### src/hdl/positional_list_insert_erase_reverse_core_macros.svh
// ----------------------------------------------------------------------------
// positional list core assertion macros
// shared concurrent assertion forms for the list core
// ----------------------------------------------------------------------------
`ifndef POSITIONAL_LIST_INSERT_ERASE_REVERSE_CORE_MACROS_SVH
`define POSITIONAL_LIST_INSERT_ERASE_REVERSE_CORE_MACROS_SVH

// same-cycle implication, disabled during reset
`define PLIER_ASSERT_NOW(label, clk, rst_n, ante, cons) \
    label: assert property (@(posedge clk) disable iff (!rst_n) (ante) |-> (cons)) \
        else $error("list core check failed");

// next-cycle implication, disabled during reset
`define PLIER_ASSERT_NEXT(label, clk, rst_n, ante, cons) \
    label: assert property (@(posedge clk) disable iff (!rst_n) (ante) |=> (cons)) \
        else $error("list core check failed");

`endif

### src/hdl/plier_pkg.sv
// ----------------------------------------------------------------------------
// plier_pkg
// shared types and constants of the positional list core
// ----------------------------------------------------------------------------
package plier_pkg;

    localparam int DATA_W       = 32;
    localparam int CMD_W        = 2;
    localparam int POS_W        = 7;
    localparam int COUNT_W      = 6;
    localparam int CAPACITY_DEF = 32;

    typedef enum logic [CMD_W-1:0] {
        CMD_INSERT  = 2'd0,
        CMD_ERASE   = 2'd1,
        CMD_REVERSE = 2'd2,
        CMD_READ    = 2'd3
    } cmd_t;

    // what every cell does at the next edge
    typedef enum logic [2:0] {
        CELL_IDLE,
        CELL_NOP,
        CELL_INSERT,
        CELL_ERASE,
        CELL_READ
    } cell_op_t;

    typedef struct packed {
        cell_op_t            op;
        logic [DATA_W-1:0]   data;
    } cell_ctrl_t;

endpackage

### src/hdl/plier_cell.sv
// ----------------------------------------------------------------------------
// plier_cell
// one storage slot of the list, shifts with its neighbors on insert/erase
// ----------------------------------------------------------------------------
module plier_cell #(
    parameter int IDX_W = 5,
    parameter int IDX   = 0
) (
    input  logic                          clk,
    input  plier_pkg::cell_ctrl_t         ctrl,
    input  logic [IDX_W-1:0]              idx,
    input  logic [plier_pkg::DATA_W-1:0]  lower,
    input  logic [plier_pkg::DATA_W-1:0]  upper,
    output logic [plier_pkg::DATA_W-1:0]  entry,
    output logic [plier_pkg::DATA_W-1:0]  hit
);

    localparam logic [IDX_W-1:0] MY_IDX = IDX_W'(IDX);

    logic [plier_pkg::DATA_W-1:0] entry_reg;
    logic [plier_pkg::DATA_W-1:0] hit_reg;

    always_ff @(posedge clk)
    begin
        unique case (ctrl.op)
            plier_pkg::CELL_INSERT:
            begin
                if (idx == MY_IDX)
                begin
                    entry_reg <= ctrl.data;
                end
                else if (idx < MY_IDX)
                begin
                    entry_reg <= lower;
                end
            end
            plier_pkg::CELL_ERASE:
            begin
                if (idx <= MY_IDX)
                begin
                    entry_reg <= upper;
                end
            end
            default:
            begin
            end
        endcase

        // every request reloads the read word, so only the addressed slot of a read shows
        if (ctrl.op != plier_pkg::CELL_IDLE)
        begin
            hit_reg <= (ctrl.op == plier_pkg::CELL_READ && idx == MY_IDX) ? entry_reg : '0;
        end
    end

    assign entry = entry_reg;
    assign hit   = hit_reg;

endmodule

### src/hdl/positional_list_insert_erase_reverse_core.sv
// ----------------------------------------------------------------------------
// positional_list_insert_erase_reverse_core
// bounded ordered list of signed 32-bit values with insert, erase, reverse, read
// ----------------------------------------------------------------------------
// Requests arrive on the s_axis channel: tuser carries the command (insert,
// erase, reverse, read), tdata the signed position and the value to insert.
// Every request gives exactly one result on m_axis: tuser holds the ok flag,
// tdata the length after the command and the value read (zero otherwise).
// The entries sit in a row of cells; insert and erase shift every cell above
// the position by one slot in the cycle the request is accepted. Reverse only
// flips an orientation bit, and logical positions are mapped onto the cells.
// A read takes the addressed cell's word into a per-cell register and the
// words are or-ed into the result register when the s1 stage hands its result on.
// A result passes the s1 register and then the output register; one request is
// taken every cycle unless the receiver stalls; the cell row updates on accept.
// After reset the list is empty and not reversed; cell contents are unknown
// until written and never shown. When the receiver stalls, one result waits
// in the output register and one in the stage before it, after which
// s_axis_tready drops until the output register is taken.
// ----------------------------------------------------------------------------
`include "positional_list_insert_erase_reverse_core_macros.svh"

module positional_list_insert_erase_reverse_core #(
    parameter int CAPACITY = plier_pkg::CAPACITY_DEF
) (
    input  logic        clk,
    input  logic        rst_n,
    input  logic        s_axis_tvalid,
    output logic        s_axis_tready,
    input  logic [39:0] s_axis_tdata,  // position[6:0], data_in[38:7], zero pad
    input  logic [1:0]  s_axis_tuser,  // cmd[1:0]
    output logic        m_axis_tvalid,
    input  logic        m_axis_tready,
    output logic [39:0] m_axis_tdata,  // count[5:0], data_out[37:6], zero pad
    output logic [0:0]  m_axis_tuser   // ok[0]
);

    localparam int DATA_W  = plier_pkg::DATA_W;
    localparam int POS_W   = plier_pkg::POS_W;
    localparam int COUNT_W = plier_pkg::COUNT_W;
    localparam int FILL_W  = $clog2(CAPACITY + 1);
    localparam int IDX_W   = $clog2(CAPACITY);
    localparam int CMP_W   = (FILL_W > POS_W) ? FILL_W : POS_W;

    // request fields
    plier_pkg::cmd_t              cmd;
    logic signed [POS_W-1:0]      position;
    logic [DATA_W-1:0]            data_in;

    assign cmd      = plier_pkg::cmd_t'(s_axis_tuser);
    assign position = s_axis_tdata[POS_W-1:0];
    assign data_in  = s_axis_tdata[POS_W +: DATA_W];

    logic                 accept;
    logic                 s1_move;

    logic [FILL_W-1:0]    fill_reg;
    logic [FILL_W-1:0]    fill_next;
    logic                 rev_reg;
    logic                 rev_next;

    logic                 s1_valid_reg;
    logic                 s1_ok_reg;
    logic                 s1_ok_next;
    logic [COUNT_W-1:0]   s1_count_reg;

    logic                 out_valid_reg;
    logic                 out_ok_reg;
    logic [COUNT_W-1:0]   out_count_reg;
    logic [DATA_W-1:0]    out_data_reg;

    logic [CMP_W-1:0]     pos_ext;
    logic [CMP_W-1:0]     fill_ext;
    logic [CMP_W-1:0]     fill_next_ext;
    logic [CMP_W-1:0]     phys_ext;
    logic                 ins_ok;
    logic                 idx_ok;
    logic [IDX_W-1:0]     cell_idx;

    plier_pkg::cell_op_t  op;
    plier_pkg::cell_ctrl_t cell_ctrl;

    logic [DATA_W-1:0]    ent  [CAPACITY];
    logic [DATA_W-1:0]    hits [CAPACITY];
    logic [DATA_W-1:0]    read_word;

    logic                 ins_req;
    logic                 rej_req;
    logic                 both_full;

    assign s1_move       = s1_valid_reg && (!out_valid_reg || m_axis_tready);
    assign s_axis_tready = !s1_valid_reg || s1_move;
    assign accept        = s_axis_tvalid && s_axis_tready;

    // range checks and logical to cell position mapping
    assign pos_ext  = CMP_W'(position[POS_W-2:0]);
    assign fill_ext = CMP_W'(fill_reg);
    assign ins_ok   = !position[POS_W-1] && (pos_ext <= fill_ext)
                      && (fill_reg < FILL_W'(CAPACITY));
    assign idx_ok   = !position[POS_W-1] && (pos_ext < fill_ext);

    always_comb
    begin
        if (rev_reg)
        begin
            // reversed: insert lands at fill-pos, others address fill-1-pos
            if (cmd == plier_pkg::CMD_INSERT)
            begin
                phys_ext = fill_ext - pos_ext;
            end
            else
            begin
                phys_ext = fill_ext - pos_ext - CMP_W'(1);
            end
        end
        else
        begin
            phys_ext = pos_ext;
        end
    end

    assign cell_idx = phys_ext[IDX_W-1:0];

    always_comb
    begin
        op         = plier_pkg::CELL_NOP;
        s1_ok_next = 1'b0;
        fill_next  = fill_reg;
        rev_next   = rev_reg;
        unique case (cmd)
            plier_pkg::CMD_INSERT:
            begin
                s1_ok_next = ins_ok;
                if (ins_ok)
                begin
                    op        = plier_pkg::CELL_INSERT;
                    fill_next = fill_reg + FILL_W'(1);
                end
            end
            plier_pkg::CMD_ERASE:
            begin
                s1_ok_next = idx_ok;
                if (idx_ok)
                begin
                    op        = plier_pkg::CELL_ERASE;
                    fill_next = fill_reg - FILL_W'(1);
                end
            end
            plier_pkg::CMD_REVERSE:
            begin
                s1_ok_next = 1'b1;
                rev_next   = !rev_reg;
            end
            plier_pkg::CMD_READ:
            begin
                s1_ok_next = idx_ok;
                if (idx_ok)
                begin
                    op = plier_pkg::CELL_READ;
                end
            end
            default:
            begin
            end
        endcase
    end

    assign fill_next_ext  = CMP_W'(fill_next);
    assign cell_ctrl.op   = accept ? op : plier_pkg::CELL_IDLE;
    assign cell_ctrl.data = data_in;

    // row of cells
    for (genvar i = 0; i < CAPACITY; i++)
    begin : g_cell
        logic [DATA_W-1:0] lower;
        logic [DATA_W-1:0] upper;

        if (i == 0)
        begin : g_bottom
            assign lower = '0;
        end
        else
        begin : g_lower
            assign lower = ent[i-1];
        end

        if (i == CAPACITY - 1)
        begin : g_top
            assign upper = ent[i];
        end
        else
        begin : g_upper
            assign upper = ent[i+1];
        end

        plier_cell #(
            .IDX_W (IDX_W),
            .IDX   (i)
        ) u_cell (
            .clk   (clk),
            .ctrl  (cell_ctrl),
            .idx   (cell_idx),
            .lower (lower),
            .upper (upper),
            .entry (ent[i]),
            .hit   (hits[i])
        );
    end

    always_comb
    begin
        read_word = '0;
        for (int k = 0; k < CAPACITY; k++)
        begin
            read_word = read_word | hits[k];
        end
    end

    // list state and result pipeline
    always_ff @(posedge clk or negedge rst_n)
    begin
        if (!rst_n)
        begin
            fill_reg      <= '0;
            rev_reg       <= 1'b0;
            s1_valid_reg  <= 1'b0;
            out_valid_reg <= 1'b0;
        end
        else
        begin
            if (accept)
            begin
                fill_reg <= fill_next;
                rev_reg  <= rev_next;
            end

            if (accept)
            begin
                s1_valid_reg <= 1'b1;
            end
            else if (s1_move)
            begin
                s1_valid_reg <= 1'b0;
            end

            if (s1_move)
            begin
                out_valid_reg <= 1'b1;
            end
            else if (m_axis_tready)
            begin
                out_valid_reg <= 1'b0;
            end
        end
    end

    always_ff @(posedge clk)
    begin
        if (accept)
        begin
            s1_ok_reg    <= s1_ok_next;
            s1_count_reg <= fill_next_ext[COUNT_W-1:0];
        end
        if (s1_move)
        begin
            out_ok_reg    <= s1_ok_reg;
            out_count_reg <= s1_count_reg;
            out_data_reg  <= read_word;
        end
    end

    assign m_axis_tvalid = out_valid_reg;
    assign m_axis_tuser  = out_ok_reg;
    assign m_axis_tdata  = {{(40 - COUNT_W - DATA_W){1'b0}}, out_data_reg, out_count_reg};

    // checks
    assign ins_req   = accept && cmd == plier_pkg::CMD_INSERT && ins_ok;
    assign rej_req   = accept && !s1_ok_next;
    assign both_full = s1_valid_reg && out_valid_reg;

    `PLIER_ASSERT_NOW(a_fill_bound, clk, rst_n, 1'b1, fill_reg <= FILL_W'(CAPACITY))
    `PLIER_ASSERT_NEXT(a_ins_grows, clk, rst_n, ins_req, fill_reg == $past(fill_reg) + FILL_W'(1))
    `PLIER_ASSERT_NEXT(a_rej_keeps, clk, rst_n, rej_req, fill_reg == $past(fill_reg) && s1_valid_reg)
    `PLIER_ASSERT_NEXT(a_stage_holds, clk, rst_n, both_full && !m_axis_tready, both_full)

endmodule
### config.mk
export PLATFORM = sky130hd
export DESIGN_NAME = positional_list_insert_erase_reverse_core
export DESIGN_NICKNAME = d
export VERILOG_FILES = /design/src/hdl/plier_pkg.sv /design/src/hdl/plier_cell.sv /design/src/hdl/positional_list_insert_erase_reverse_core.sv
export VERILOG_INCLUDE_DIRS = /design/src /design/src/hdl
export SDC_FILE = /design/constraint.sdc
export NUM_CORES = 2
export LEC_CHECK = 0
export BUFFER_PORTS_ARGS = -buffer_cell sky130_fd_sc_hd__buf_2
export CELL_PAD_IN_SITES_DETAIL_PLACEMENT = 1
export CELL_PAD_IN_SITES_GLOBAL_PLACEMENT = 1
export CORE_MARGIN = 4
export CORE_UTILIZATION = 30
export CTS_CLUSTER_SIZE = 16
export DETAILED_ROUTE_END_ITERATION = 7
export GPL_TIMING_DRIVEN = 0
export PLACE_DENSITY = 0.46
export SLEW_MARGIN = 20
export SYNTH_ARGS = -nofsm -noshare
export SYNTH_HDL_FRONTEND = slang
export SYNTH_SLANG_ARGS = --single-unit
### constraint.sdc
create_clock -name clk -period 63.7 [get_ports clk]
set_clock_uncertainty 0.2 [all_clocks]
set_input_delay 6.37 -clock clk [delete_from_list [all_inputs] [get_ports clk]]
set_output_delay 6.37 -clock clk [all_outputs]
set_load 0.02 [all_outputs]
== Yosys cells after proc, flatten, opt, wreduce, memory -nomap -nowiden ==
Cells that the tools add are included.
Word-level totals
  bits of input ports: 46
  register bits after elaboration: 2103
  logic and storage cells: 498
  output and inout port bits: 43
Operators by class
  magnitude comparators: 66
  equality and inequality tests: 99
  mux-type cells: 141
  bitwise logic cells: 31
  reductions and logical operators: 84
  $add $sub $neg: 4
Operators with widths (number)
  $mux W32: 95
  $pmux W32 S2: 31
  $or A32 B32 Y32: 31
  $ne A3 B1 Y1 const B: 31
  $reduce_and A3 Y1: 31
  $eq A5 B5 Y1 const B: 16
  $lt A5 B5 Y1 const B: 16
  $le A5 B5 Y1 const B: 15
  $ne A2 B1 Y1 const B: 31
  $eq A5 B4 Y1 const B: 8
  $le A5 B4 Y1 const B: 8
  $lt A5 B4 Y1 const B: 8
  $logic_and A1 B1 Y1: 37
  $eq A5 B3 Y1 const B: 4
  $le A5 B3 Y1 const B: 4
  $lt A5 B3 Y1 const B: 4
  $mux W6: 2
  $pmux W6 S2: 1
  $eq A5 B2 Y1 const B: 2
  $le A5 B1 Y1 const B: 2
  $le A5 B2 Y1 const B: 2
  $lt A5 B1 Y1 const B: 2
  $lt A5 B2 Y1 const B: 2
  $mux W5: 2
  25 further kinds: 40

== Depth between registers and ports, before layout ==
  depth after elaboration: 31
  mapped depth: 16
  mapped depth without buffers: 13

== Cells and area by module ==
Synthesis repeated with hierarchy kept, for this count alone.
Second synthesis, totals
  cells, all modules: 8939
  area, all modules: 101656.2 um^2
By module, submodules not included
  positional_list_insert_erase_reverse_core: cells each 543, area each 4742.0 um^2, seq. area each 1606.5 um^2, times used 1
  plier_cell (g_cell[13].u_cell): cells each 287, area each 3230.6 um^2, seq. area each 1921.8 um^2, times used 1
  plier_cell (g_cell[11].u_cell): cells each 287, area each 3206.8 um^2, seq. area each 1921.8 um^2, times used 1
  plier_cell (g_cell[10].u_cell): cells each 288, area each 3204.3 um^2, seq. area each 1921.8 um^2, times used 1
  plier_cell (g_cell[8].u_cell): cells each 288, area each 3181.8 um^2, seq. area each 1921.8 um^2, times used 1
  plier_cell (g_cell[2].u_cell): cells each 288, area each 3175.5 um^2, seq. area each 1921.8 um^2, times used 1
  plier_cell (g_cell[29].u_cell): cells each 289, area each 3170.5 um^2, seq. area each 1921.8 um^2, times used 1
  plier_cell (g_cell[15].u_cell): cells each 286, area each 3159.3 um^2, seq. area each 1921.8 um^2, times used 1
  plier_cell (g_cell[26].u_cell): cells each 257, area each 3075.4 um^2, seq. area each 1921.8 um^2, times used 1
  plier_cell (g_cell[9].u_cell): cells each 255, area each 3074.2 um^2, seq. area each 1921.8 um^2, times used 1
  plier_cell (g_cell[19].u_cell): cells each 261, area each 3047.9 um^2, seq. area each 1921.8 um^2, times used 1
  plier_cell (g_cell[21].u_cell): cells each 262, area each 3047.9 um^2, seq. area each 1921.8 um^2, times used 1
  plier_cell (g_cell[22].u_cell): cells each 262, area each 3042.9 um^2, seq. area each 1921.8 um^2, times used 1
  plier_cell (g_cell[7].u_cell): cells each 260, area each 3041.7 um^2, seq. area each 1921.8 um^2, times used 1
  19 more rows

== Least setup slack after synthesis ==
No wires, ideal clock.
  path kind: input-to-reg
  from: input m_axis_tready
  to: register g_cell[0].u_cell.hit_reg (netlist bit g_cell[0].u_cell.hit[0]) (enable)
  setup time: 1.359 ns
  stages on the path: 3
  data required time: 62.141 ns
  path buffers: 0
  arrival: 26.493 ns
  setup slack: 35.648 ns
  cells stage by stage: nand3b_1 > nand2_1 > inv_1
On the way
  longest elaborated chain between the ends: 6
RTL lines
  start: declaration: RTL line positional_list_insert_erase_reverse_core.sv:33  | input logic m_axis_tready,
  $logic_or A1 B1 Y1: RTL line positional_list_insert_erase_reverse_core.sv:91  | assign s1_move = s1_valid_reg && (!out_valid_reg || m_axis_tready);
  $logic_and A1 B1 Y1: RTL line positional_list_insert_erase_reverse_core.sv:91
  $logic_or A1 B1 Y1: RTL line positional_list_insert_erase_reverse_core.sv:92  | assign s_axis_tready = !s1_valid_reg || s1_move;
  $logic_and A1 B1 Y1: RTL line positional_list_insert_erase_reverse_core.sv:93  | assign accept = s_axis_tvalid && s_axis_tready;
  $mux W3: RTL line positional_list_insert_erase_reverse_core.sv:169  | assign cell_ctrl.op = accept ? op : plier_pkg::CELL_IDLE;
  $reduce_bool A3 Y1: RTL line plier_cell.sv:50  | if (ctrl.op != plier_pkg::CELL_IDLE)
  end signal: assignment: RTL line plier_cell.sv:52  | hit_reg <= (ctrl.op == plier_pkg::CELL_READ && idx == MY_IDX) ? entry_reg : '0;
  end: declaration: RTL line plier_cell.sv:21  | logic [plier_pkg::DATA_W-1:0] hit_reg;
No other way between the ends.
A chain may end at the register's enable or synchronous reset.

== Worst setup path after layout ==
  from: input m_axis_tready
  to: output s_axis_tready
On the way
  longest elaborated chain between the ends: 3
RTL lines
  $logic_or A1 B1 Y1: RTL line positional_list_insert_erase_reverse_core.sv:91
  $logic_and A1 B1 Y1: RTL line positional_list_insert_erase_reverse_core.sv:91
  $logic_or A1 B1 Y1: RTL line positional_list_insert_erase_reverse_core.sv:92
  end: declaration: RTL line positional_list_insert_erase_reverse_core.sv:29  | output logic s_axis_tready,
No other way between the ends.

==> flow_metrics.py <==
metrics = {
    "run_status": {
        "outcome": "completed",
    },
    "clock_tree": {
        "cts.sinks": 2103,
        "clk_pin_slew_ns": 0.05,
        "htree_levels": 5,
        "post_cts_buffers": 0,
        "cts_tree": "yes",
        "cts_buffers": 264,
        "clk_root_buffer_cell": "clkbuf_16",
        "ctsHoldBuffers": 0,
        "ctsResizeCount": 0,
        "clk-insertion-delay-late_ns": 0.88,
        "cts.path.max_buffers": 4,
    },
    "sta": {
        "worst_slack_ns": 50.29,
        "relSlewSlack_pct": 12.4,
        "hold_violations": 0,
        "hold_slack_ns": 0.226,
        "worst_pin_slew_ns": 1.30,
        "rsz0062_at_grt": "false",
        "min_period_ns": 13.41,
        "setup_tns_ns": 0,
        "fmax_ghz": 0.0746,
        "fin_crit_sh_pct": 21.1,
        "setup_viol": 0,
        "slew_violations": 0,
    },
    "critical_path": {
        "arrival_ns": 6.84,
        "cp_slowest_stage_delay_ns": 0.19,
        "end_kind": "output pin",
        "crit_chain": "buf_2, nand3b_1, buf_2",
        "r2r_end": "g_cell[4].u_cell.entry[6]",
        "r2r_slack_ns": 56.39,
        "crit_buf_inv": 2,
        "reg2reg_from": "fill_reg[0]",
        "crit_path_frequent_cell": "buf_2",
        "critPathRequiredTime_ns": 57.13,
        "startpoint_type": "primary input",
        "cp_max_fo": 3,
        "cp_slowest_cell": "nand3b_1",
        "worstSetupPathType": "in2out",
        "ff2ff_path_depth": 14,
        "crit_family": "buffers and inverters",
    },
    "synth": {
        "netlist_area_sq_um": 92400,
        "synth_area_leaders": "edfxtp_1, and2_1, a221o_1",
        "synth_most_common_cell": "edfxtp_1",
        "ys_ff_latch": 2103,
        "syn_area_per_cell_sq_um": 12.6,
        "yosysTopAreaCell": "edfxtp_1",
        "async_reset_ff_share_pct": 0.428,
        "synth_edf_count": 2094,
        "synth_cell_type_count": 76,
        "synth_warnings": 0,
        "synth_cells": 7331,
        "synth_common_cells": "edfxtp_1, and2_1, nand2_1",
        "synth_top_area_share_pct": 68.1,
        "synth_ff_type": "edfxtp_1",
        "synth_seq_area_share_pct": 68.3,
    },
    "pwr": {
        "vdd_ir_drop_max_mv": 0.0179,
        "total_power_mw": 3.86,
        "powerDensity_nw_per_um2": 35.6,
        "leakage_nw": 36.6,
    },
    "floorplanning": {
        "die_area_sq_um": 317000,
        "core_sq_um": 306000,
        "initial_core_util_pct": 30.2,
        "die_height_um": 563,
        "io_pins": 89,
        "floorplan.rows": 203,
        "die-width_um": 563,
    },
    "detailed_routing": {
        "via_per_inst": 5.45,
        "drtAntennaViolNets": 0,
        "vias": 65900,
        "route.detailed.drc": 0,
        "routed_wl_mm": 402,
        "drt-wirelength-per-cell_um": 33.2,
        "drt_iter0_drc": 7052,
        "dr.pass1.iters": 6,
    },
    "final_layout": {
        "nets": 7859,
        "drive_gt1_share_pct": 10.2,
        "area_delta_synth_final_pct": 17.4,
        "final_cells": 12100,
    },
    "worst_hold_path": {
        "hold_path_class": "reg2reg",
        "worstHoldPathCells": 0,
        "hold_path_end": "out_count_reg[1]",
        "hp-start": "s1_count_reg[1]",
    },
    "place": {
        "dp.cells": 11600,
        "portBuffers": 83,
        "pre_cts_slack_ns": 50.29,
        "dp_hpwl_mm": 320,
        "gp_congestion": 0.883,
    },
    "global_routing": {
        "overflow": 0,
        "antenna_found_initial": 25,
        "grt_max_degree": 98,
        "grt_pass1_wl_mm": 550,
        "grt_pass1_vias": 67700,
        "grt_usage_pct": 24.8,
    },
    "flow_run": {
        "drv_cap": 0,
    },
}
metal layers:
layer	global-route usage, %	vias up	share of wire, %
met5	0	-	0.0025
met4	7.52	2	3.3
met3	2.69	505	5.1
met2	40.4	2135	47
met1	34.7	34700	45
li1	-	28600	-
logic make-up (layout without fill, tap and decap cells):
family,count (synthesis),after routing,synth area share (%)
compound gates,1365,1365,10.6
xor+xnor,13,13,0.169
fa+ha+maj,14,14,0.198
buf+inv,636,1290,2.74
flops,2103,2103,68.3
mux,33,33,0.401
other cells,1,22,0.00406
simple gates,3166,3166,17.5
report_power, final:
group / switching [mW] / internal, mW
Combinational: 0.564 / 0.196
Clock: 0.615 / 0.822
Sequential: 0.0345 / 1.63
per-stage QoR:
stage / instance area [sq um] / util [%]
2_1_floorplan: 92400 / -
3_3_place_gp: 97900 / 32.0
3_5_place_dp: 100000 / 32.8
4_1_cts: 108000 / 35.4
5_1_grt: 108000 / 35.4
6_report: 108000 / 35.4
final cells by class:
type                            count  area [sq um]
Fill cell                       32400        198000
Sequential cell                  2103         63100
Multi-Input combinational cell   4593         27200
Clock buffer                      335          7020
Tap cell                         4100          5130
Buffer                            613          2510
Timing Repair Buffer              201          2440
Clock inverter                    118           893
Inverter                           23          93.8
Antenna cell                       20          50.0
worst max path at each step:
| stage | start | to | depth (start not counted) |
|---|---|---|---|
| final | m_axis_tready | s_axis_tready | 3 |
| after global routing | m_axis_tready | s_axis_tready | 3 |
| after CTS | m_axis_tready | s_axis_tready | 3 |
| after detailed placement | m_axis_tready | s_axis_tready | 3 |
| after global placement | m_axis_tready | g_cell[0].u_cell.hit[6] | 4 |
| after floorplan | m_axis_tready | g_cell[0].u_cell.hit[0] | 3 |
cell usage in the layout, fill, tap and decap left out, types with 11 or more instances in the layout:
master	Yosys	routed
a21oi_1	578	559
a21oi_4	0	19
a221o_1	348	348
a31oi_1	12	12
a32oi_1	65	65
and2_1	1029	1028
buf_1	30	27
buf_12	0	15
buf_16	0	41
buf_2	77	164
buf_4	6	42
buf_6	3	15
buf_8	0	12
bufinv_16	0	11
clkbuf_1	497	508
clkbuf_16	0	269
clkbuf_2	0	52
clkinv_1	0	61
clkinv_2	0	31
diode_2	0	20
edfxtp_1	2094	2094
ha_1	13	13
inv_1	23	21
mux2_1	27	27
nand2_1	683	683
nand3_1	307	307
nand4_1	73	73
nor2_1	672	665
nor3_1	52	37
nor3_2	4	19
nor4_1	265	257
nor4_4	10	15
o211ai_1	296	296
or2_2	34	34
No activity file was read; power rests on OpenSTA's default activity.
